$ cat src/sv/assert_macros.svh
// ----------------------------------------------------------------------------
// Assertion macros
// Clocked concurrent assertion wrappers, empty when SYNTHESIS is defined.
// ----------------------------------------------------------------------------
`ifndef ASSERT_MACROS_SVH
`define ASSERT_MACROS_SVH

`ifndef SYNTHESIS

// assertion held off while reset is high
`define ASSERT_RST(label, clk, rst, prop, msg) \
   label: assert property (@(posedge clk) disable iff (rst) (prop)) else $error(msg);

// assertion checked at every edge, reset included
`define ASSERT_ALL(label, clk, prop, msg) \
   label: assert property (@(posedge clk) (prop)) else $error(msg);

`else

`define ASSERT_RST(label, clk, rst, prop, msg)

`define ASSERT_ALL(label, clk, prop, msg)

`endif

`endif

$ cat src/sv/clws_pkg.sv
// ----------------------------------------------------------------------------
// clws_pkg
// Types, codes and constants of the character LCD write sequencer.
// ----------------------------------------------------------------------------
package clws_pkg;

   localparam int LINE_CHARS_DEFAULT = 16;

   // request codes
   localparam logic [2:0] CMD_INIT   = 3'd0;
   localparam logic [2:0] CMD_RAW    = 3'd1;
   localparam logic [2:0] CMD_CHAR   = 3'd2;
   localparam logic [2:0] CMD_CURSOR = 3'd3;
   localparam logic [2:0] CMD_NUMBER = 3'd4;

   // configuration register indexes
   localparam int         CSR_INDEX_W         = 1;
   localparam logic [0:0] CSR_FUNCTION_SET    = 1'd0;
   localparam logic [0:0] CSR_DISPLAY_CONTROL = 1'd1;

   localparam logic [7:0] FUNCTION_SET_RESET    = 8'h3C;
   localparam logic [7:0] DISPLAY_CONTROL_RESET = 8'h0F;

   localparam logic [7:0] CLEAR_DISPLAY = 8'h01;
   localparam logic [7:0] DDRAM_SET     = 8'h80;
   localparam logic [7:0] LINE2_BASE    = 8'h40;
   localparam logic [7:0] ASCII_ZERO    = 8'd48;

   localparam int         DIG_W     = 3;
   localparam logic [2:0] DIG_LAST  = 3'd4;
   localparam int         WEIGHT_W  = 17;

   typedef enum logic [2:0] {
      S_IDLE,
      S_INIT0,
      S_INIT1,
      S_INIT2,
      S_SINGLE,
      S_DATA,
      S_WRAP,
      S_CALC
   } state_type;

   // weight tried at one restoring step: 10^(4-dig) * 2^(3-step)
   function automatic logic [WEIGHT_W-1:0] digit_weight(input logic [DIG_W-1:0] dig,
                                                         input logic [1:0] step);
      logic [WEIGHT_W-1:0] base;
      case (dig)
         3'd0:    base = 17'd10000;
         3'd1:    base = 17'd1000;
         3'd2:    base = 17'd100;
         3'd3:    base = 17'd10;
         default: base = 17'd1;
      endcase
      return base << (2'd3 - step);
   endfunction

endpackage

$ cat src/sv/clws_if.sv
// ----------------------------------------------------------------------------
// clws channel interfaces
// Valid/ready channels for display requests and LCD bus writes.
// ----------------------------------------------------------------------------
interface clws_req_if;
   logic        valid;
   logic        ready;
   logic [2:0]  command;
   logic [7:0]  byte_value;
   logic        row;
   logic [5:0]  column;
   logic [15:0] number;

   modport source (output valid, command, byte_value, row, column, number,
                   input ready);
   modport sink   (input valid, command, byte_value, row, column, number,
                   output ready);
endinterface

interface clws_rsp_if;
   logic       valid;
   logic       ready;
   logic       reg_select;
   logic [7:0] bus_byte;
   logic       last;

   modport source (output valid, reg_select, bus_byte, last, input ready);
   modport sink   (input valid, reg_select, bus_byte, last, output ready);
endinterface

$ cat src/sv/char_lcd_write_sequencer.sv
// ----------------------------------------------------------------------------
// char_lcd_write_sequencer
// Turns display requests into runs of LCD bus writes (instruction or data),
// with decimal printing and automatic line wrap.
// ----------------------------------------------------------------------------
//  channel   dir  handshake     payload
//  req_ch    in   valid/ready   command, byte_value, row, column, number
//  rsp_ch    out  valid/ready   reg_select, bus_byte, last
//  csr_*     in   write enable  csr_index, csr_wdata
//
//  One item at a time: accepted while idle, then one write per cycle in the
//  write states while the output register is free. Writes: init 3, raw/cursor
//  1, char 1 or 2 (line wrap), number up to 6, each digit found by restoring
//  steps on the shared compare/subtract unit over 5 decimal places.
//  Synchronous reset clears control state and the character count.
//  A stalled rsp_ch holds the sequencer in its write states; req_ch is ready whenever idle.
// ----------------------------------------------------------------------------
`include "assert_macros.svh"

module char_lcd_write_sequencer #(
   parameter int LINE_CHARS = clws_pkg::LINE_CHARS_DEFAULT
) (
   input  logic                            clock,
   input  logic                            reset,
   clws_req_if.sink                        req_ch,
   clws_rsp_if.source                      rsp_ch,
   input  logic                            csr_we,
   input  logic [clws_pkg::CSR_INDEX_W-1:0] csr_index,
   input  logic [7:0]                      csr_wdata
);
   import clws_pkg::*;

   localparam int CNT_W = $clog2(2 * LINE_CHARS);

   state_type            state_ff, state_in;
   logic [7:0]           fset_ff, dctl_ff;
   logic [7:0]           byte_ff, byte_in;
   logic [7:0]           wrap_byte_ff, wrap_byte_in;
   logic                 more_ff, more_in;
   logic                 started_ff, started_in;
   logic [DIG_W-1:0]     dig_ff, dig_in;
   logic [1:0]           step_ff, step_in;
   logic [3:0]           acc_ff, acc_in;
   logic [15:0]          rem_ff, rem_in;
   logic [CNT_W-1:0]     count_ff, count_in;

   logic                 rsp_valid_ff, rsp_valid_in;
   logic                 rsp_rs_ff, rsp_rs_in;
   logic [7:0]           rsp_byte_ff, rsp_byte_in;
   logic                 rsp_last_ff, rsp_last_in;

   logic                 req_take;
   logic                 out_free;
   logic                 load;
   logic [WEIGHT_W-1:0]  weight;
   logic [WEIGHT_W:0]    diff;
   logic                 fits;
   logic [3:0]           acc_next;
   logic                 skip;
   logic [CNT_W:0]       count_plus;
   logic                 hit_line;
   logic                 hit_wrap;

   assign req_ch.ready = (state_ff == S_IDLE);
   assign req_take     = req_ch.valid && req_ch.ready;
   assign out_free     = !rsp_valid_ff || rsp_ch.ready;

   // shared compare/subtract unit: one restoring step of a decimal digit
   assign weight   = digit_weight(dig_ff, step_ff);
   assign diff     = {2'b00, rem_ff} - {1'b0, weight};
   assign fits     = !diff[WEIGHT_W];
   assign acc_next = acc_ff | (fits ? (4'b1000 >> step_ff) : 4'b0000);
   assign skip     = (acc_next == 4'd0) && !started_ff && (dig_ff != DIG_LAST);

   assign count_plus = {1'b0, count_ff} + (CNT_W+1)'(1);
   assign hit_line   = (count_plus == (CNT_W+1)'(LINE_CHARS));
   assign hit_wrap   = (count_plus == (CNT_W+1)'(2 * LINE_CHARS));

   // next state
   always_comb begin
      state_in = state_ff;
      unique case (state_ff)
         S_IDLE: begin
            if (req_take) begin
               case (req_ch.command) inside
                  CMD_INIT:               state_in = S_INIT0;
                  CMD_RAW, CMD_CURSOR:    state_in = S_SINGLE;
                  CMD_CHAR:               state_in = S_DATA;
                  CMD_NUMBER:             state_in = S_CALC;
                  default:                state_in = S_IDLE;
               endcase
            end
         end
         S_INIT0:  if (out_free) state_in = S_INIT1;
         S_INIT1:  if (out_free) state_in = S_INIT2;
         S_INIT2:  if (out_free) state_in = S_IDLE;
         S_SINGLE: if (out_free) state_in = S_IDLE;
         S_DATA: begin
            if (out_free) begin
               if (hit_line || hit_wrap) state_in = S_WRAP;
               else if (more_ff)         state_in = S_CALC;
               else                      state_in = S_IDLE;
            end
         end
         S_WRAP: if (out_free) state_in = more_ff ? S_CALC : S_IDLE;
         S_CALC: if ((step_ff == 2'd3) && !skip) state_in = S_DATA;
      endcase
   end

   // datapath and write generation
   always_comb begin
      byte_in      = byte_ff;
      wrap_byte_in = wrap_byte_ff;
      more_in      = more_ff;
      started_in   = started_ff;
      dig_in       = dig_ff;
      step_in      = step_ff;
      acc_in       = acc_ff;
      rem_in       = rem_ff;
      count_in     = count_ff;
      load         = 1'b0;
      rsp_rs_in    = rsp_rs_ff;
      rsp_byte_in  = rsp_byte_ff;
      rsp_last_in  = rsp_last_ff;

      unique case (state_ff)
         S_IDLE: begin
            if (req_take) begin
               more_in    = 1'b0;
               started_in = 1'b0;
               dig_in     = '0;
               step_in    = '0;
               acc_in     = '0;
               rem_in     = req_ch.number;
               if (req_ch.command == CMD_CURSOR)
                  byte_in = {1'b1, req_ch.row, req_ch.column};
               else
                  byte_in = req_ch.byte_value;
            end
         end
         S_INIT0: begin
            load        = out_free;
            rsp_rs_in   = 1'b0;
            rsp_byte_in = fset_ff;
            rsp_last_in = 1'b0;
         end
         S_INIT1: begin
            load        = out_free;
            rsp_rs_in   = 1'b0;
            rsp_byte_in = dctl_ff;
            rsp_last_in = 1'b0;
         end
         S_INIT2: begin
            load        = out_free;
            rsp_rs_in   = 1'b0;
            rsp_byte_in = CLEAR_DISPLAY;
            rsp_last_in = 1'b1;
            if (out_free) count_in = '0;
         end
         S_SINGLE: begin
            load        = out_free;
            rsp_rs_in   = 1'b0;
            rsp_byte_in = byte_ff;
            rsp_last_in = 1'b1;
         end
         S_DATA: begin
            load        = out_free;
            rsp_rs_in   = 1'b1;
            rsp_byte_in = byte_ff;
            rsp_last_in = !more_ff && !hit_line && !hit_wrap;
            if (out_free) begin
               count_in     = hit_wrap ? '0 : count_plus[CNT_W-1:0];
               wrap_byte_in = hit_wrap ? DDRAM_SET : (DDRAM_SET | LINE2_BASE);
            end
         end
         S_WRAP: begin
            load        = out_free;
            rsp_rs_in   = 1'b0;
            rsp_byte_in = wrap_byte_ff;
            rsp_last_in = !more_ff;
         end
         S_CALC: begin
            if (fits) rem_in = diff[15:0];
            acc_in  = acc_next;
            step_in = step_ff + 2'd1;
            if (step_ff == 2'd3) begin
               acc_in = '0;
               dig_in = dig_ff + DIG_W'(1);
               if (!skip) begin
                  // leading zeros are dropped, the ones place always prints
                  started_in = 1'b1;
                  more_in    = (dig_ff != DIG_LAST);
                  byte_in    = ASCII_ZERO | {4'd0, acc_next};
               end
            end
         end
      endcase

      rsp_valid_in = load ? 1'b1 : (rsp_ch.ready ? 1'b0 : rsp_valid_ff);
   end

   always_ff @(posedge clock) begin
      if (reset) begin
         state_ff     <= S_IDLE;
         count_ff     <= '0;
         rsp_valid_ff <= 1'b0;
         fset_ff      <= FUNCTION_SET_RESET;
         dctl_ff      <= DISPLAY_CONTROL_RESET;
      end else begin
         state_ff     <= state_in;
         count_ff     <= count_in;
         rsp_valid_ff <= rsp_valid_in;
         if (csr_we) begin
            unique case (csr_index)
               CSR_FUNCTION_SET:    fset_ff <= csr_wdata;
               CSR_DISPLAY_CONTROL: dctl_ff <= csr_wdata;
               default: ;
            endcase
         end
      end
   end

   always_ff @(posedge clock) begin
      byte_ff      <= byte_in;
      wrap_byte_ff <= wrap_byte_in;
      more_ff      <= more_in;
      started_ff   <= started_in;
      dig_ff       <= dig_in;
      step_ff      <= step_in;
      acc_ff       <= acc_in;
      rem_ff       <= rem_in;
      if (load) begin
         rsp_rs_ff   <= rsp_rs_in;
         rsp_byte_ff <= rsp_byte_in;
         rsp_last_ff <= rsp_last_in;
      end
   end

   assign rsp_ch.valid      = rsp_valid_ff;
   assign rsp_ch.reg_select = rsp_rs_ff;
   assign rsp_ch.bus_byte   = rsp_byte_ff;
   assign rsp_ch.last       = rsp_last_ff;

   `ASSERT_RST(a_count_range, clock, reset,
      count_ff < CNT_W'(2 * LINE_CHARS - 1) || count_ff == CNT_W'(2 * LINE_CHARS - 1),
      "char count out of range")
   `ASSERT_RST(a_last_ends_item, clock, reset,
      (load && rsp_last_in) |=> (state_ff == S_IDLE),
      "last write did not end the request")
   `ASSERT_RST(a_wrap_after_data, clock, reset,
      (state_ff == S_WRAP) |-> ($past(state_ff) == S_DATA || $past(state_ff) == S_WRAP),
      "cursor wrap without a data write")
   `ASSERT_RST(a_digit_index, clock, reset,
      (state_ff == S_CALC) |-> (dig_ff <= DIG_LAST),
      "digit index past the ones place")
   `ASSERT_RST(a_no_load_when_full, clock, reset,
      (rsp_valid_ff && !rsp_ch.ready) |-> !load,
      "output register overwritten while stalled")

endmodule

$ cat src/flat_wrapper.sv
// flat-port wrapper written by rule: the top's interface ports become plain ports
module char_lcd_write_sequencer_flat import clws_pkg::*;
#(
   parameter int LINE_CHARS = clws_pkg::LINE_CHARS_DEFAULT
)
  (clock, reset, csr_we, csr_index, csr_wdata, req_ch_valid, req_ch_command, req_ch_byte_value, req_ch_row, req_ch_column, req_ch_number, req_ch_ready, rsp_ch_valid, rsp_ch_reg_select, rsp_ch_bus_byte, rsp_ch_last, rsp_ch_ready);
  clws_req_if req_ch_i ();
  clws_rsp_if rsp_ch_i ();
  input  logic clock;
  input  logic reset;
  input  logic csr_we;
  input  logic [clws_pkg::CSR_INDEX_W-1:0] csr_index;
  input  logic [7:0] csr_wdata;
  input wire logic [$bits(req_ch_i.valid)-1:0] req_ch_valid;
  input wire logic [$bits(req_ch_i.command)-1:0] req_ch_command;
  input wire logic [$bits(req_ch_i.byte_value)-1:0] req_ch_byte_value;
  input wire logic [$bits(req_ch_i.row)-1:0] req_ch_row;
  input wire logic [$bits(req_ch_i.column)-1:0] req_ch_column;
  input wire logic [$bits(req_ch_i.number)-1:0] req_ch_number;
  output wire logic [$bits(req_ch_i.ready)-1:0] req_ch_ready;
  output wire logic [$bits(rsp_ch_i.valid)-1:0] rsp_ch_valid;
  output wire logic [$bits(rsp_ch_i.reg_select)-1:0] rsp_ch_reg_select;
  output wire logic [$bits(rsp_ch_i.bus_byte)-1:0] rsp_ch_bus_byte;
  output wire logic [$bits(rsp_ch_i.last)-1:0] rsp_ch_last;
  input wire logic [$bits(rsp_ch_i.ready)-1:0] rsp_ch_ready;
  assign req_ch_i.valid = req_ch_valid;
  assign req_ch_i.command = req_ch_command;
  assign req_ch_i.byte_value = req_ch_byte_value;
  assign req_ch_i.row = req_ch_row;
  assign req_ch_i.column = req_ch_column;
  assign req_ch_i.number = req_ch_number;
  assign req_ch_ready = req_ch_i.ready;
  assign rsp_ch_valid = rsp_ch_i.valid;
  assign rsp_ch_reg_select = rsp_ch_i.reg_select;
  assign rsp_ch_bus_byte = rsp_ch_i.bus_byte;
  assign rsp_ch_last = rsp_ch_i.last;
  assign rsp_ch_i.ready = rsp_ch_ready;
  char_lcd_write_sequencer #(.LINE_CHARS(LINE_CHARS)) u_core (.clock(clock), .reset(reset), .req_ch(req_ch_i), .rsp_ch(rsp_ch_i), .csr_we(csr_we), .csr_index(csr_index), .csr_wdata(csr_wdata));
endmodule
$ cat config.mk
export PLATFORM = sky130hd
export DESIGN_NAME = char_lcd_write_sequencer_flat
export DESIGN_NICKNAME = d
export VERILOG_FILES = /design/src/sv/clws_pkg.sv /design/src/sv/clws_if.sv /design/src/sv/char_lcd_write_sequencer.sv /design/src/flat_wrapper.sv
export VERILOG_INCLUDE_DIRS = /design/src /design/src/sv
export SDC_FILE = /design/constraint.sdc
export NUM_CORES = 1
export LEC_CHECK = 0
export BUFFER_PORTS_ARGS = -buffer_cell sky130_fd_sc_hd__clkbuf_2
export CAP_MARGIN = 20
export CELL_PAD_IN_SITES_DETAIL_PLACEMENT = 1
export CELL_PAD_IN_SITES_GLOBAL_PLACEMENT = 2
export CORE_MARGIN = 4
export CORE_UTILIZATION = 39
export CTS_CLUSTER_DIAMETER = 30
export DETAILED_ROUTE_END_ITERATION = 8
export HOLD_SLACK_MARGIN = 0.08
export PLACE_DENSITY = 0.87
export SLEW_MARGIN = 20
export SYNTH_ARGS = -nofsm -noshare
export SYNTH_HDL_FRONTEND = slang
export SYNTH_SLANG_ARGS = --single-unit
$ cat constraint.sdc
create_clock -name clock -period 5.5 [get_ports clock]
set_input_delay 1.1 -clock clock [delete_from_list [all_inputs] [get_ports clock]]
set_output_delay 1.1 -clock clock [all_outputs]
set_load 0.03 [all_outputs]
Word level (Yosys, flattened, before mapping)
Index checks and enable logic that the tools add are counted.

Register bits after elaboration: 78. Bits in latches: 0. Memory bits (writable): 0. Memory bits (read-only): 0. Input bits: 48. Output and inout port bits: 12. Memories kept: 0.

$add $sub $neg: 5. Multiply operators: 0. Div/mod/pow operators: 0. Order comparisons: 0. Equal/unequal tests: 29. Shift-type cells: 2. Mux-type cells: 50. Bitwise operators: 2. Reduce and logical (&&, ||, !) cells: 42.

Operators with widths (count): $pmux W14 S4 (1); $mux W3 (15); $pmux W8 S5 (1); $mux W16 (2); $mux W8 (4); $pmux W16 S2 (1); $pmux W3 S7 (1); $eq A3 B2 Y1 const B (6); $sub A16 B17 Y18 (1); $shl A14 B2 Y17 (1); $ne A2 B1 Y1 const B (8); $pmux W8 S2 (1); $eq A3 B3 Y1 const B (5); $mux W5 (3); $reduce_and A2 Y1 (7); $mux W4 (3); $pmux W5 S2 (1); $eq A3 B1 Y1 const B (3); $logic_not A3 Y1 (3); $reduce_and A3 Y1 (3); $mux W1 (8); $pmux W4 S2 (1); $reduce_bool A2 Y1 (4); $reduce_or A2 Y1 (4); other kinds (28) (43).

Longest topological paths before layout
Gate-level depths: netlist of run 1.

Depth after elaboration: 13. Depth in mapped cells: 15. Depth with buffers taken out: 15.

Least setup slack after synthesis of run 1
OpenSTA, ideal clock, no wires.

Path kind: reg-to-reg. Start: register u_core.dig_ff[0]. End: register u_core.rem_ff[0] (enable). Library setup time: 0.388 ns. Data arrival time: 3.226 ns. Required time: 5.112 ns. Setup slack: 1.885 ns. Stages on the path, launching flop included: 15. Path buffers: 1. Path through: edfxtp_1 inv_1 ha_1 nor2b_1 clkbuf_1 nand2_1 o21ai_0 a21oi_1 ha_1 nor3_1 nor3_2 o21ai_1 o21ai_2 a21oi_1 nor2_1.

Word-level cells in the longest chain between the ends: 6. Elaborated cells on any way between the ends: 9. Classes of those cells: add/sub (1); eq/ne (4); shift (1); mux (1); reduce/logical (2).

Ends and longest elaborated chain: start: declaration (RTL line char_lcd_write_sequencer.sv:41) `logic [DIG_W-1:0] dig_ff, dig_in;`; start signal: assignment (RTL line char_lcd_write_sequencer.sv:228) `dig_ff <= dig_in;`; $eq A3 B2 Y1, or another cell as far along (RTL line clws_pkg.sv:48) `case (dig)`; $pmux W14 S4 * (RTL line clws_pkg.sv:48); $shl A14 B2 Y17 * (RTL line clws_pkg.sv:55) `return base << (2'd3 - step);`; $sub A16 B17 Y18 * (RTL line char_lcd_write_sequencer.sv:70) `assign diff = {2'b00, rem_ff} - {1'b0, weight};`; $ne A2 B2 Y1 (no line) *; $reduce_and A3 Y1 (no line) *; end signal: assignment (RTL line char_lcd_write_sequencer.sv:231) `rem_ff <= rem_in;`; end: declaration (RTL line char_lcd_write_sequencer.sv:44) `logic [15:0] rem_ff, rem_in;`.

Mark *: on every way between the ends. The rest lies on a longest branch, timed or not. A chain may end at the register's enable or synchronous reset.

Final worst setup path of run 1
Start: register u_core.dig_ff[0]. End: register u_core.byte_ff[7] (enable).

Word-level cells in the longest chain between the ends: 11. Elaborated cells on any way between the ends: 15. Classes of those cells: add/sub (1); eq/ne (5); shift (1); mux (2); bitwise (1); reduce/logical (5).

Ends and longest elaborated chain: $eq A3 B2 Y1, or another cell as far along (RTL line clws_pkg.sv:48); $pmux W14 S4 (RTL line clws_pkg.sv:48); $shl A14 B2 Y17 (RTL line clws_pkg.sv:55); $sub A16 B17 Y18 (RTL line char_lcd_write_sequencer.sv:70); $mux W4 (RTL line char_lcd_write_sequencer.sv:72) `assign acc_next = acc_ff | (fits ? (4'b1000 >> step_ff) : 4'b0000);`; $or A4 B4 Y4 (RTL line char_lcd_write_sequencer.sv:72); $logic_not A4 Y1 (RTL line char_lcd_write_sequencer.sv:73) `assign skip = (acc_next == 4'd0) && !started_ff && (dig_ff != DIG_LAST);`; $logic_and A1 B1 Y1 (RTL line char_lcd_write_sequencer.sv:73); $logic_and A1 B1 Y1 * (RTL line char_lcd_write_sequencer.sv:73); $ne A2 B2 Y1 (no line) *; $reduce_and A4 Y1 (no line) *; end signal: assignment (RTL line char_lcd_write_sequencer.sv:224) `byte_ff <= byte_in;`; end: declaration (RTL line char_lcd_write_sequencer.sv:37) `logic [7:0] byte_ff, byte_in;`.

Marked as above.

==> results of run 1 <==
-- worst max-delay path by stage --
stage / end / cells past startpoint / from / slack, ps
floorplan: u_core.rem_ff[0] / 14 / u_core.dig_ff[0] / 1890
global placement: u_core.byte_ff[4] / 13 / u_core.dig_ff[0] / 1810
detailed placement: u_core.byte_ff[5] / 13 / u_core.dig_ff[0] / 1620
CTS: u_core.byte_ff[7] / 13 / u_core.dig_ff[0] / 1600
global route: u_core.byte_ff[7] / 13 / u_core.dig_ff[0] / 1240
finish: u_core.byte_ff[7] / 13 / u_core.dig_ff[0] / 1600
-- kinds of logic after synthesis --
family / Yosys count
simple gates: 200
flops: 71
fa+ha+maj: 29
compound gates: 138
buf+inv: 45
mux: 13
xor+xnor: 7
-- through the flow --
step / setup WS, ps / power (uW) / area (sq um) / util
2_1_floorplan: 1890 / 1900 / 4560 / -
3_5_place_dp: 1620 / 2250 / 4950 / 0.433
5_1_grt: 1240 / 3000 / 5230 / 0.458
6_report: 1600 / 2790 / 5230 / 0.458
4_1_cts: 1600 / 2820 / 5230 / 0.458
3_3_place_gp: 1810 / 2210 / 4950 / 0.433
-- cells in the mapped netlist, types with 3 or more instances --
cell type,count,area share
a211o_1,10,0.019
a211oi_1,3,0.0049
a21o_1,3,0.0049
a21oi_1,32,0.035
a221oi_1,3,0.0058
a222oi_1,5,0.011
a31oi_1,6,0.0082
and2_1,4,0.0055
and3_1,7,0.0096
buf_1,4,0.0033
buf_2,5,0.0055
clkbuf_1,13,0.011
dfxtp_1,25,0.11
edfxtp_1,46,0.30
ha_1,28,0.077
inv_1,18,0.015
mux2_2,4,0.0099
mux2i_1,8,0.018
nand2_1,58,0.048
nand2b_1,4,0.0055
nand3_1,17,0.019
nand3b_1,5,0.0082
nand4_1,4,0.0055
nor2_1,44,0.036
nor2b_1,15,0.021
nor3_1,18,0.020
nor3b_1,3,0.0049
o211ai_1,5,0.0082
o21a_1,7,0.012
o21ai_0,29,0.032
o21ai_1,11,0.012
o21ai_2,3,0.0058
o31ai_1,6,0.0099
or3_1,5,0.0069
xnor2_1,3,0.0058
xor2_1,4,0.0077
-- worst max-delay path: stages (launching register included) --
cell and delay [ps]:
edfxtp_1 440, inv_1 120, ha_1 230, nor2b_1 620
nor2_1 120, nand2_1 120, o21ai_0 100, o21ai_0 200
ha_1 230, a21oi_1 90, nor2b_1 380, nor4_4 100
o31ai_2 320, and2_1 470
-- area by class of cell --
type	instances	area, sq um
multi-input combinational	387	2490
timing repair buffer	62	318
sequential	71	1880
clock inverter	6	47.5
clock buffer	10	229
inverter	21	78.8
fill	1330	6190
tap	143	179
-- metal layers --
| metal | track usage | part of all wire | vias up |
|---|---|---|---|
| met5 | 0 | 0 | - |
| met4 | 0.0665 | 0.020 | 0 |
| met3 | 0.0404 | 0.039 | 22 |
| met2 | 0.335 | 0.50 | 89 |
| met1 | 0.217 | 0.44 | 1915 |
| li1 | - | - | 1951 |
-- state kept, by name, indices dropped and copies added, names as in the netlist, 2 cells and up --
name / cells
u_core.acc_ff: 4
u_core.byte_ff: 8
u_core.count_ff: 5
u_core.dctl_ff: 8
u_core.dig_ff: 3
u_core.fset_ff: 8
u_core.rem_ff: 16
u_core.rsp_ch.bus_byte: 8
u_core.state_ff: 3
u_core.step_ff: 2
-- where the power goes --
part	total [uW]	internal [uW]	switching [uW]
Sequential	885	764	121
Combinational	1360	484	876
Clock	548	308	241
Total	2790	1560	1240
-- cell usage in the layout (no fill, tap or decap), drive strengths merged, types with 4 or more instances in the layout --
cell and instances:
a21oi 34, a211o 10, o31ai 7, edfxtp 46, mux2 5, a31oi 6, nand3b 5, and3 7
nand2b 4, o211ai 5, nor2 45, dfxtp 25, o21ai 43, and2 4, mux2i 8, nor3 20
nand2 60, o21a 7, xor2 4, a222oi 5, nand4 4, clkinv 6, nand3 17, clkbuf 69
nor2b 15, or3 7, ha 28, inv 20
==> summary.txt, run 1 <==
Power and ir drop
  – Power per cell area: roughly 530 nW/um^2
  – Leak: approximately 0.0022 uW
  – Max IR drop VDD: 0.233 mV

Critical path
  – CP Class: flip-flop to flip-flop
  – Crit start category: flip-flop
  – RR Endpoint: u_core.byte_ff[7]
  – Register-to-Register Path Depth: 13
  – Critical path data arrival time: 3880 ps
  – Worst reg-to-reg setup slack: 1600 ps
  – Crit path max fanout: 12
  – Crit Reg-Reg Startpoint: u_core.dig_ff[0]
  – Worst setup EP type: flip-flop
  – Worst Path Required: 5480 ps

Final layout
  – Share of cells above drive strength 1: 0.183
  – Area grow syn2layout: 14.7%
  – Nets: 629
  – # diodes: 0
  – Finished Layout Cells: 700

Floorplan
  – Initial Util: 0.399
  – CORE AREA: 11,400 sq um
  – Io pins: 60
  – Row Count: 39
  – Full die area: between 10,000 and 15,000 sq um
  – Die W: roughly 120 um
  – Die Ht: 116 um

Synth
  – Adder-cell share of the synthesized area: 0.0812
  – Post-synthesis simple-gate area fraction: 0.222
  – Mux contribution to synthesized area: 0.0307
  – Post-synth EDFFs: 46
  – Mean post-synth cell area: 9.06 sq um
  – Synth unique cells: 66
  – Post-Syn Area: 4560 sq um
  – Ys async rst share: 0
  – FF+latch count, synth: 71
  – Xor-xnor portion of the synthesized cell area: 0.0134
  – Register area share after synthesis: 0.413
  – Compound-Gate Fraction of Synth Area: 0.198
  – Synth Instances: 503
  – Largest family of logic cells by synthesized area: simple AND/OR/NAND/NOR gates
  – Synth Flop Type: edfxtp_1
  – Mapped Nets: slightly below 600
  – Syn. warnings: 0

Global route
  – Initial antenna violation count: 0
  – Vias in the first global route: 3,948
  – Gr usage total: 0.186
  – Global-route wire length before repair: between 15 and 20 mm
  – GR Overflow Total: 0
  – Largest net degree at the start of global routing: 58

Clock network
  – CTS max path bufs: 2
  – Clock sink count: 71
  – Clock buffer count from CTS: 9
  – TritonCTS clock tree: done
  – CTS HTree Levels: 3
  – Clk root buf: clkbuf_16
  – PostCTS Resize Cnt: 0
  – Postcts setup bufs: 0
  – Hold-fix buffers, CTS: 0
  – Clk Latency, worst-skew pair: 340 ps
  – CTS clk-pin slew, worst paths: around 60 ps

Timing
  – Setup repair after global routing missed its margin: no
  – Setup violations, final: 0
  – Hold_ws: 468 ps
  – Minimum clock period: between 3000 and 4000 ps
  – Fmax: 256 MHz
  – Crit share post-route: 0.710
  – Hold violation total from the final report: 0
  – Setup Skew: 9.83 ps
  – Worst-margin pin slew: 732 ps
  – Final Slew Violations: 0
  – TNS Setup: 0 ps
  – Worst slew margin: 0.511

Placement
  – # placed instances: around 700
  – Number of port buffers: 59
  – Placer Congestion: 0.864
  – Post-DP HPWL: 9.03 mm

Hold path
  – Hold EP: u_core.dctl_ff[6]
  – Hold Crit Class: flip-flop to flip-flop
  – Worst Hold Launch: u_core.dctl_ff[6]
  – Hold path cells: 2

Detailed routing
  – DR WL/cell: roughly 17 um
  – Initial DRC Count: 211
  – Via-per-instance ratio: 5.68
  – Antenna-violating nets left: 0
  – Residual DRC: 0
  – Drt pass-1 iters: 5
  – Via count: 3,977
  – Detailed Route WL: 12.2 mm

Run
  – Max cap viols: 0

Outcome
  – Status: finished, final reports clean
Power figures use the tool's default switching activity.
==> run 2: changes to the inputs <==
--- a/config.mk
+++ b/config.mk
@@ -11,11 +11,11 @@
 export CELL_PAD_IN_SITES_DETAIL_PLACEMENT = 1
 export CELL_PAD_IN_SITES_GLOBAL_PLACEMENT = 2
 export CORE_MARGIN = 4
-export CORE_UTILIZATION = 39
+export CORE_UTILIZATION = 36
 export CTS_CLUSTER_DIAMETER = 30
 export DETAILED_ROUTE_END_ITERATION = 8
 export HOLD_SLACK_MARGIN = 0.08
-export PLACE_DENSITY = 0.87
+export PLACE_DENSITY = 0.81
 export SLEW_MARGIN = 20
 export SYNTH_ARGS = -nofsm -noshare
 export SYNTH_HDL_FRONTEND = slang
==> constraint.sdc (replaced) <==
create_clock -name clock -period 3.98 [get_ports clock]
set_input_delay 0.796 -clock clock [delete_from_list [all_inputs] [get_ports clock]]
set_output_delay 0.796 -clock clock [all_outputs]
set_load 0.03 [all_outputs]
==> run 2 against run 1 <==
Compared with the run above:
- maximum frequency rose by 9.7%
- total power rose by 43%
- utilization fell by 2.1 points
- design area rose by 2.0%
- setup slack got worse by 1200 ps
- sequential power rose by 36%
- flip-flop and latch count did not move
- sequential share of layout area fell by 0.71 points
- die area rose by 7.7%
- clock skew fell by 5.0 ps
- largest power group unchanged
- clock power rose by 62%
==> summary.txt, run 2 (synthesis gave the netlist of run 1 again) <==
Clock network
  – Hold-fix buffers, CTS: 0
  – PostCTS Resize Cnt: 0
  – Clk root buf: clkbuf_16
  – CTS max path bufs: 2
  – TritonCTS clock tree: done
  – Clk Latency, worst-skew pair: 340 ps
  – CTS HTree Levels: 3
  – Clock buffer count from CTS: 9
  – Clock sink count: approximately 70
  – Postcts setup bufs: 0
  – CTS clk-pin slew, worst paths: approximately 60 ps

Placement
  – Placer Congestion: around 0.86
  – Number of port buffers: 59
  – Post-DP HPWL: 9.51 mm
  – Post-DP Area: between 5000 and 6000 sq um

Floorplan
  – CORE AREA: ~12,000 sq um
  – Initial Util: 0.373
  – Full die area: ~15,000 sq um
  – Row Count: 40
  – Die Ht: 121 um
  – Die W: 121 um
  – Io pins: 60

Final layout
  – Reg with most FFs: u_core.rem_ff
  – Reg area: roughly 1900 sq um
  – Area grow syn2layout: 17.0%
  – Multi-input gate area: 2490 sq um
  – Nets: 633
  – # diodes: 0
  – Largest register FFs: 16
  – Most common cell after layout, fill and taps aside: clkbuf_2
  – Fillers: 1,466
  – Share of cells above drive strength 1: 0.189
  – Commonest cells after routing, fill and taps aside: clkbuf_2, nand2_1, edfxtp_1
  – Final Instance Area: 5330 sq um

Run
  – Max cap viols: 0

Critical path
  – Crit path max fanout: 10
  – Crit Reg-Reg Startpoint: u_core.dig_ff[0]
  – Worst reg-to-reg setup slack: 420 ps
  – Worst setup EP type: flip-flop
  – CP Class: flip-flop to flip-flop
  – Register-to-Register Path Depth: 12
  – RR Endpoint: u_core.byte_ff[0]
  – Crit start category: flip-flop
  – Critical path data arrival time: 3550 ps
  – Worst Path Required: 3970 ps

Global route
  – Global-route wire length before repair: 20.8 mm
  – Initial antenna violation count: 0
  – Vias in the first global route: 4,075
  – GR Overflow Total: 0
  – Largest net degree at the start of global routing: 57
  – Gr usage total: 0.180

Timing
  – Hold violation total from the final report: 0
  – TNS Setup: 0 ps
  – Setup Skew: around 4.8 ps
  – Setup violations, final: 0
  – Fmax: 281 MHz
  – Minimum clock period: 3560 ps
  – Worst-margin pin slew: 660 ps
  – Final Slew Violations: 0
  – Setup repair after global routing missed its margin: no
  – Crit share post-route: 0.894
  – Worst slew margin: 0.559

Detailed routing
  – Drt pass-1 iters: 6
  – Residual DRC: 0
  – Antenna-violating nets left: 0
  – DR WL/cell: 17.3 um
  – Detailed Route WL: 12.6 mm
  – Via count: 3,957
  – Via-per-instance ratio: 5.43
  – Initial DRC Count: 210

Power and ir drop
  – Leak: ~0.0022 uW
  – Power, Total: 4000 uW
  – Power per cell area: between 700 and 800 nW/um^2
  – Max IR drop VDD: 0.265 mV

Hold path
  – Hold Crit Class: flip-flop to flip-flop
  – Hold path cells: 2
  – Worst Hold Launch: u_core.dctl_ff[7]
  – Hold EP: u_core.dctl_ff[7]

Outcome
  – Status: finished, final reports clean
run 2: changes by cell type in the layout (fill, tap and decap cells not counted), sizes merged:
| cell | change |
|---|---|
| clkinvlp | -1 |
| inv | +4 |
| bufinv | +1 |
| buf | +4 |
| clkinv | -4 |
run 2: critical path, stage by stage, from the launching register on:
cell and delay (ps):
edfxtp_1 440, ha_1 260, nor2b_1 200, nor2_1 240, nand2_1 100, o21ai_0 210, o21ai_0 120, ha_1 370
a21oi_1 90, nor2b_1 340, nor4_4 100, o31ai_2 320, and2_1 440
run 2: worst max path at each step:
stage          slack (ps)                end             start  cells past startpoint
2_1_floorplan         370   u_core.rem_ff[0]  u_core.dig_ff[0]                     14
3_3_place_gp          560  u_core.byte_ff[4]  u_core.dig_ff[0]                     12
3_5_place_dp          430  u_core.byte_ff[5]  u_core.dig_ff[0]                     12
4_1_cts               400  u_core.byte_ff[0]  u_core.dig_ff[0]                     12
5_1_grt                30  u_core.byte_ff[0]  u_core.dig_ff[0]                     12
6_report              420  u_core.byte_ff[0]  u_core.dig_ff[0]                     12
run 2: area by class of cell:
type | instances | area share
timing repair buffer | 66 | 0.0652
multi-input combinational | 387 | 0.467
inverter | 21 | 0.0148
clock inverter | 6 | 0.0136
sequential | 71 | 0.353
clock buffer | 10 | 0.0469
tap | 168 | 0.0394
run 2: power breakdown:
group          switching [uW]  total, uW  internal (uW)  leakage (uW)
logic                    1230       1910            679       0.00141
clock network             354        888            534      0.000161
registers                 147       1200           1060      0.000644
total                    1730       4000           2270       0.00222
run 2: routing by layer:
layer  part of all wire  global-route usage  wire length (um)  up-vias
met5                  0                   0                 0        -
met4              0.022              0.0673               283        0
met3              0.028              0.0271               350       16
met2               0.50               0.311              6320       63
met1               0.45               0.227              5630     1916
li1                   -                   -                 -     1962
run 2: through the flow:
stage / setup WS (ps) / util / hold WS (ps) / std cells
finish: 422 / 0.437 / 460 / 729
global placement: 559 / 0.410 / 442 / 712
CTS: 404 / 0.436 / 462 / 728
detailed placement: 428 / 0.410 / 450 / 712
global route: 34.2 / 0.437 / 482 / 729
floorplan: 365 / - / 430 / 503
==> run 3: changes to the inputs <==
--- a/config.mk
+++ b/config.mk
@@ -6,12 +6,13 @@
 export SDC_FILE = /design/constraint.sdc
 export NUM_CORES = 1
 export LEC_CHECK = 0
+export ABC_AREA = 1
 export BUFFER_PORTS_ARGS = -buffer_cell sky130_fd_sc_hd__clkbuf_2
 export CAP_MARGIN = 20
 export CELL_PAD_IN_SITES_DETAIL_PLACEMENT = 1
 export CELL_PAD_IN_SITES_GLOBAL_PLACEMENT = 2
 export CORE_MARGIN = 4
-export CORE_UTILIZATION = 36
+export CORE_UTILIZATION = 34
 export CTS_CLUSTER_DIAMETER = 30
 export DETAILED_ROUTE_END_ITERATION = 8
 export HOLD_SLACK_MARGIN = 0.08
==> run 3 against run 2 <==
Compared with the run above:
- sequential share of layout area rose by 1.1 points
- synthesized cell count increased by 9.9%
- cell count increased by 9.1%
- wire length down 9.2%
- maximum frequency shrank 0.24%
- clock-buffer cell count shrank 1
- worst hold slack worse by 6.9 ps
- clock skew is 2.8 ps higher
- clock power fell by 11%
- combinational power up 37%
- global-route usage shrank 1.4 points
- design area decreased by 2.9%
- largest power group unchanged
==> summary.txt, run 3 <==
Synth
  – Ys async rst share: 0
  – Top cells by area, synth: edfxtp_1, dfxtp_1, nand2_1
  – Count leader, synth: nand2_1
  – Mean post-synth cell area: 7.92 sq um
  – Area leader, netlist: edfxtp_1
  – Synth Instances: 553
  – Post-synth top area share: 0.315
  – Syn. warnings: 0
  – Mapped Nets: 630
  – Synth unique cells: 41
  – FF+latch count, synth: 71
  – Post-synth EDFFs: 46
  – Synth top cells by count: nand2_1, nor2_1, inv_1
  – Register area share after synthesis: 0.430
  – Synth Flop Type: edfxtp_1
  – Post-Syn Area: around 4400 sq um

Global route
  – Vias in the first global route: roughly 4.1k
  – GR Overflow Total: 0
  – Largest net degree at the start of global routing: 47
  – Initial antenna violation count: 0
  – GR peak layer: met2
  – Global-route wire length before repair: 19.4 mm
  – Met1 Track Usage GR: 0.187
  – Grt met2 use: 0.305
  – Met3 Resource Use GR: 0.0322
  – Gr usage total: 0.166

Critical path
  – Crit path max fanout: 10
  – Worst setup endpoint: u_core.more_ff
  – CP bufs+invs: 2
  – Worst Path Required: 4070 ps
  – Cell chain of the critical path: ha_1, ha_1, or2_2, o21ai_0, nand2_1, o21ai_0, ha_1, nand2_1, inv_1, nand2_1, nand2_1, nand2_1, nand3_2, nand2_2, nand2_4, nand2_2, nand2_2, nor2_2, nand3_2, nand2_1, nor2_1, buf_4
  – Max incr delay on CP: 450 ps
  – Slowest CP cell: edfxtp_1
  – Cell family with most CP delay: simple AND/OR/NAND/NOR gates
  – Critical path data arrival time: around 3700 ps
  – Crit. path cell count: 22
  – Worst setup EP type: flip-flop
  – Crit start category: flip-flop
  – Register-to-Register Path Depth: 22
  – Crit Reg-Reg Startpoint: u_core.dig_ff[0]
  – CP Class: flip-flop to flip-flop
  – Most used cell, CP: nand2_1
  – RR Endpoint: u_core.more_ff
  – Setup crit start: u_core.dig_ff[0]
  – Worst reg-to-reg setup slack: 410 ps

Detailed routing
  – Via-per-instance ratio: 4.84
  – Antenna-violating nets left: 0
  – Drt pass-1 iters: 4
  – Initial DRC Count: 233
  – DR WL/cell: approximately 14 um
  – Detailed Route WL: 11.4 mm
  – Via count: 3,850
  – Residual DRC: 0

Timing
  – Final Slew Violations: 0
  – TNS Setup: 0 ps
  – Worst-margin pin slew: about 800 ps
  – Setup violations, final: 0
  – Minimum clock period: between 3000 and 4000 ps
  – Fmax: roughly 280 MHz
  – Crit share post-route: 0.896
  – Worst slew margin: 0.470
  – Setup repair after global routing missed its margin: no
  – Setup Skew: roughly 7.6 ps
  – Hold violation total from the final report: 0

Final layout
  – Commonest cells after routing, fill and taps aside: nand2_1, nor2_1, inv_1
  – Largest register FFs: 16
  – Nets: 695
  – # diodes: 0
  – Area grow syn2layout: 18.2%
  – Reg with most FFs: u_core.rem_ff
  – Most common cell after layout, fill and taps aside: nand2_1
  – Share of cells above drive strength 1: 0.188

Floorplan
  – Row Count: 41
  – Die W: about 120 um
  – Full die area: 14,800 sq um
  – Die Ht: ~120 um
  – Io pins: 60
  – Initial Util: 0.347
  – CORE AREA: 12,600 sq um

Clock network
  – CTS HTree Levels: 3
  – CTS max path bufs: 2
  – Clk root buf: clkbuf_16
  – Postcts setup bufs: 0
  – Clock buffer count from CTS: 9
  – Clk Latency, worst-skew pair: roughly 340 ps
  – Clock sink count: 71
  – CTS clk-pin slew, worst paths: ~60 ps
  – TritonCTS clock tree: done

Power and ir drop
  – Power, Total: 4690 uW
  – Max IR drop VDD: ~0.48 mV
  – Leak: ~0.0025 uW
  – Power per cell area: 906 nW/um^2

Placement
  – Placer Congestion: 0.794
  – Post-DP HPWL: 8.82 mm
  – Number of port buffers: between 50 and 60

Outcome
  – Status: finished, final reports clean

Run
  – Max cap viols: 0

Hold path
  – Worst Hold Launch: u_core.fset_ff[7]
  – Hold Crit Class: flip-flop to flip-flop
-- run 3: cell types whose count changed after synthesis, sizes merged, moves of 8 or more --
cell / change
nand2: +81
nor2: +30
inv: +51
o21ai: +10
buf: -8
nor2b: -15
a211o: -10
nor3: -16
-- run 3: stage by stage --
| stage | utilization | instances | worst slack [ps] | hold WS (ps) | area (sq um) |
|---|---|---|---|---|---|
| floorplan | - | 553 | 597 | 425 | 4380 |
| global placement | 0.387 | 779 | 572 | 445 | 4880 |
| detailed placement | 0.387 | 779 | 390 | 451 | 4880 |
| CTS | 0.410 | 795 | 364 | 461 | 5170 |
| global route | 0.410 | 795 | 15.2 | 487 | 5180 |
| finish | 0.410 | 795 | 414 | 453 | 5180 |
-- run 3: worst min-delay path by stage --
stage / end / depth (start not counted)
floorplan: u_core.fset_ff[1] / 2
global placement: u_core.fset_ff[1] / 2
detailed placement: u_core.fset_ff[6] / 2
CTS: u_core.fset_ff[6] / 2
global route: u_core.fset_ff[6] / 2
finish: u_core.fset_ff[7] / 2
-- run 3: worst register-to-register path, delay by kind of cell (launching register included) --
family,cells,cell delay (ps)
buf+inv,2,220
compound gates,2,340
flops,1,450
fa+ha+maj,3,810
simple gates,15,1500
-- run 3: layout make-up --
type	count	area, sq um
well taps	172	215
repair buffers	63	325
inverters	72	273
fillers	1579	7440
flip-flops and latches	71	1880
multi-input cells	401	2190
clock inverters	7	62.6
clock buffers	9	225
-- run 3: cell families after synthesis --
group,count (synthesis),synth area share
xor gates and xnor gates,13,0.0260
AOI/OAI and AO/OA,105,0.135
muxes,1,0.00229
adders and majority gates,29,0.0846
buffers and inverters,81,0.0703
and+or+nand+nor,253,0.252
DFF,71,0.430
-- run 3: timing repair --
item / 4_1_cts / 5_1_grt
setup endpoints to repair: 0 / 10
hold buffers: 0 / 0
resized for setup: 0 / 1
-- run 3: report_power, final --
part	switching, uW	total, uW	internal, uW
Clock	351	788	436
Sequential	124	1280	1160
Combinational	1730	2620	885
-- run 3: routing by layer --
layer / up-vias / routed length [um]
met1: 1817 / 4830
met5: - / 0
met4: 0 / 233
li1: 1958 / -
met3: 21 / 373
met2: 54 / 6000
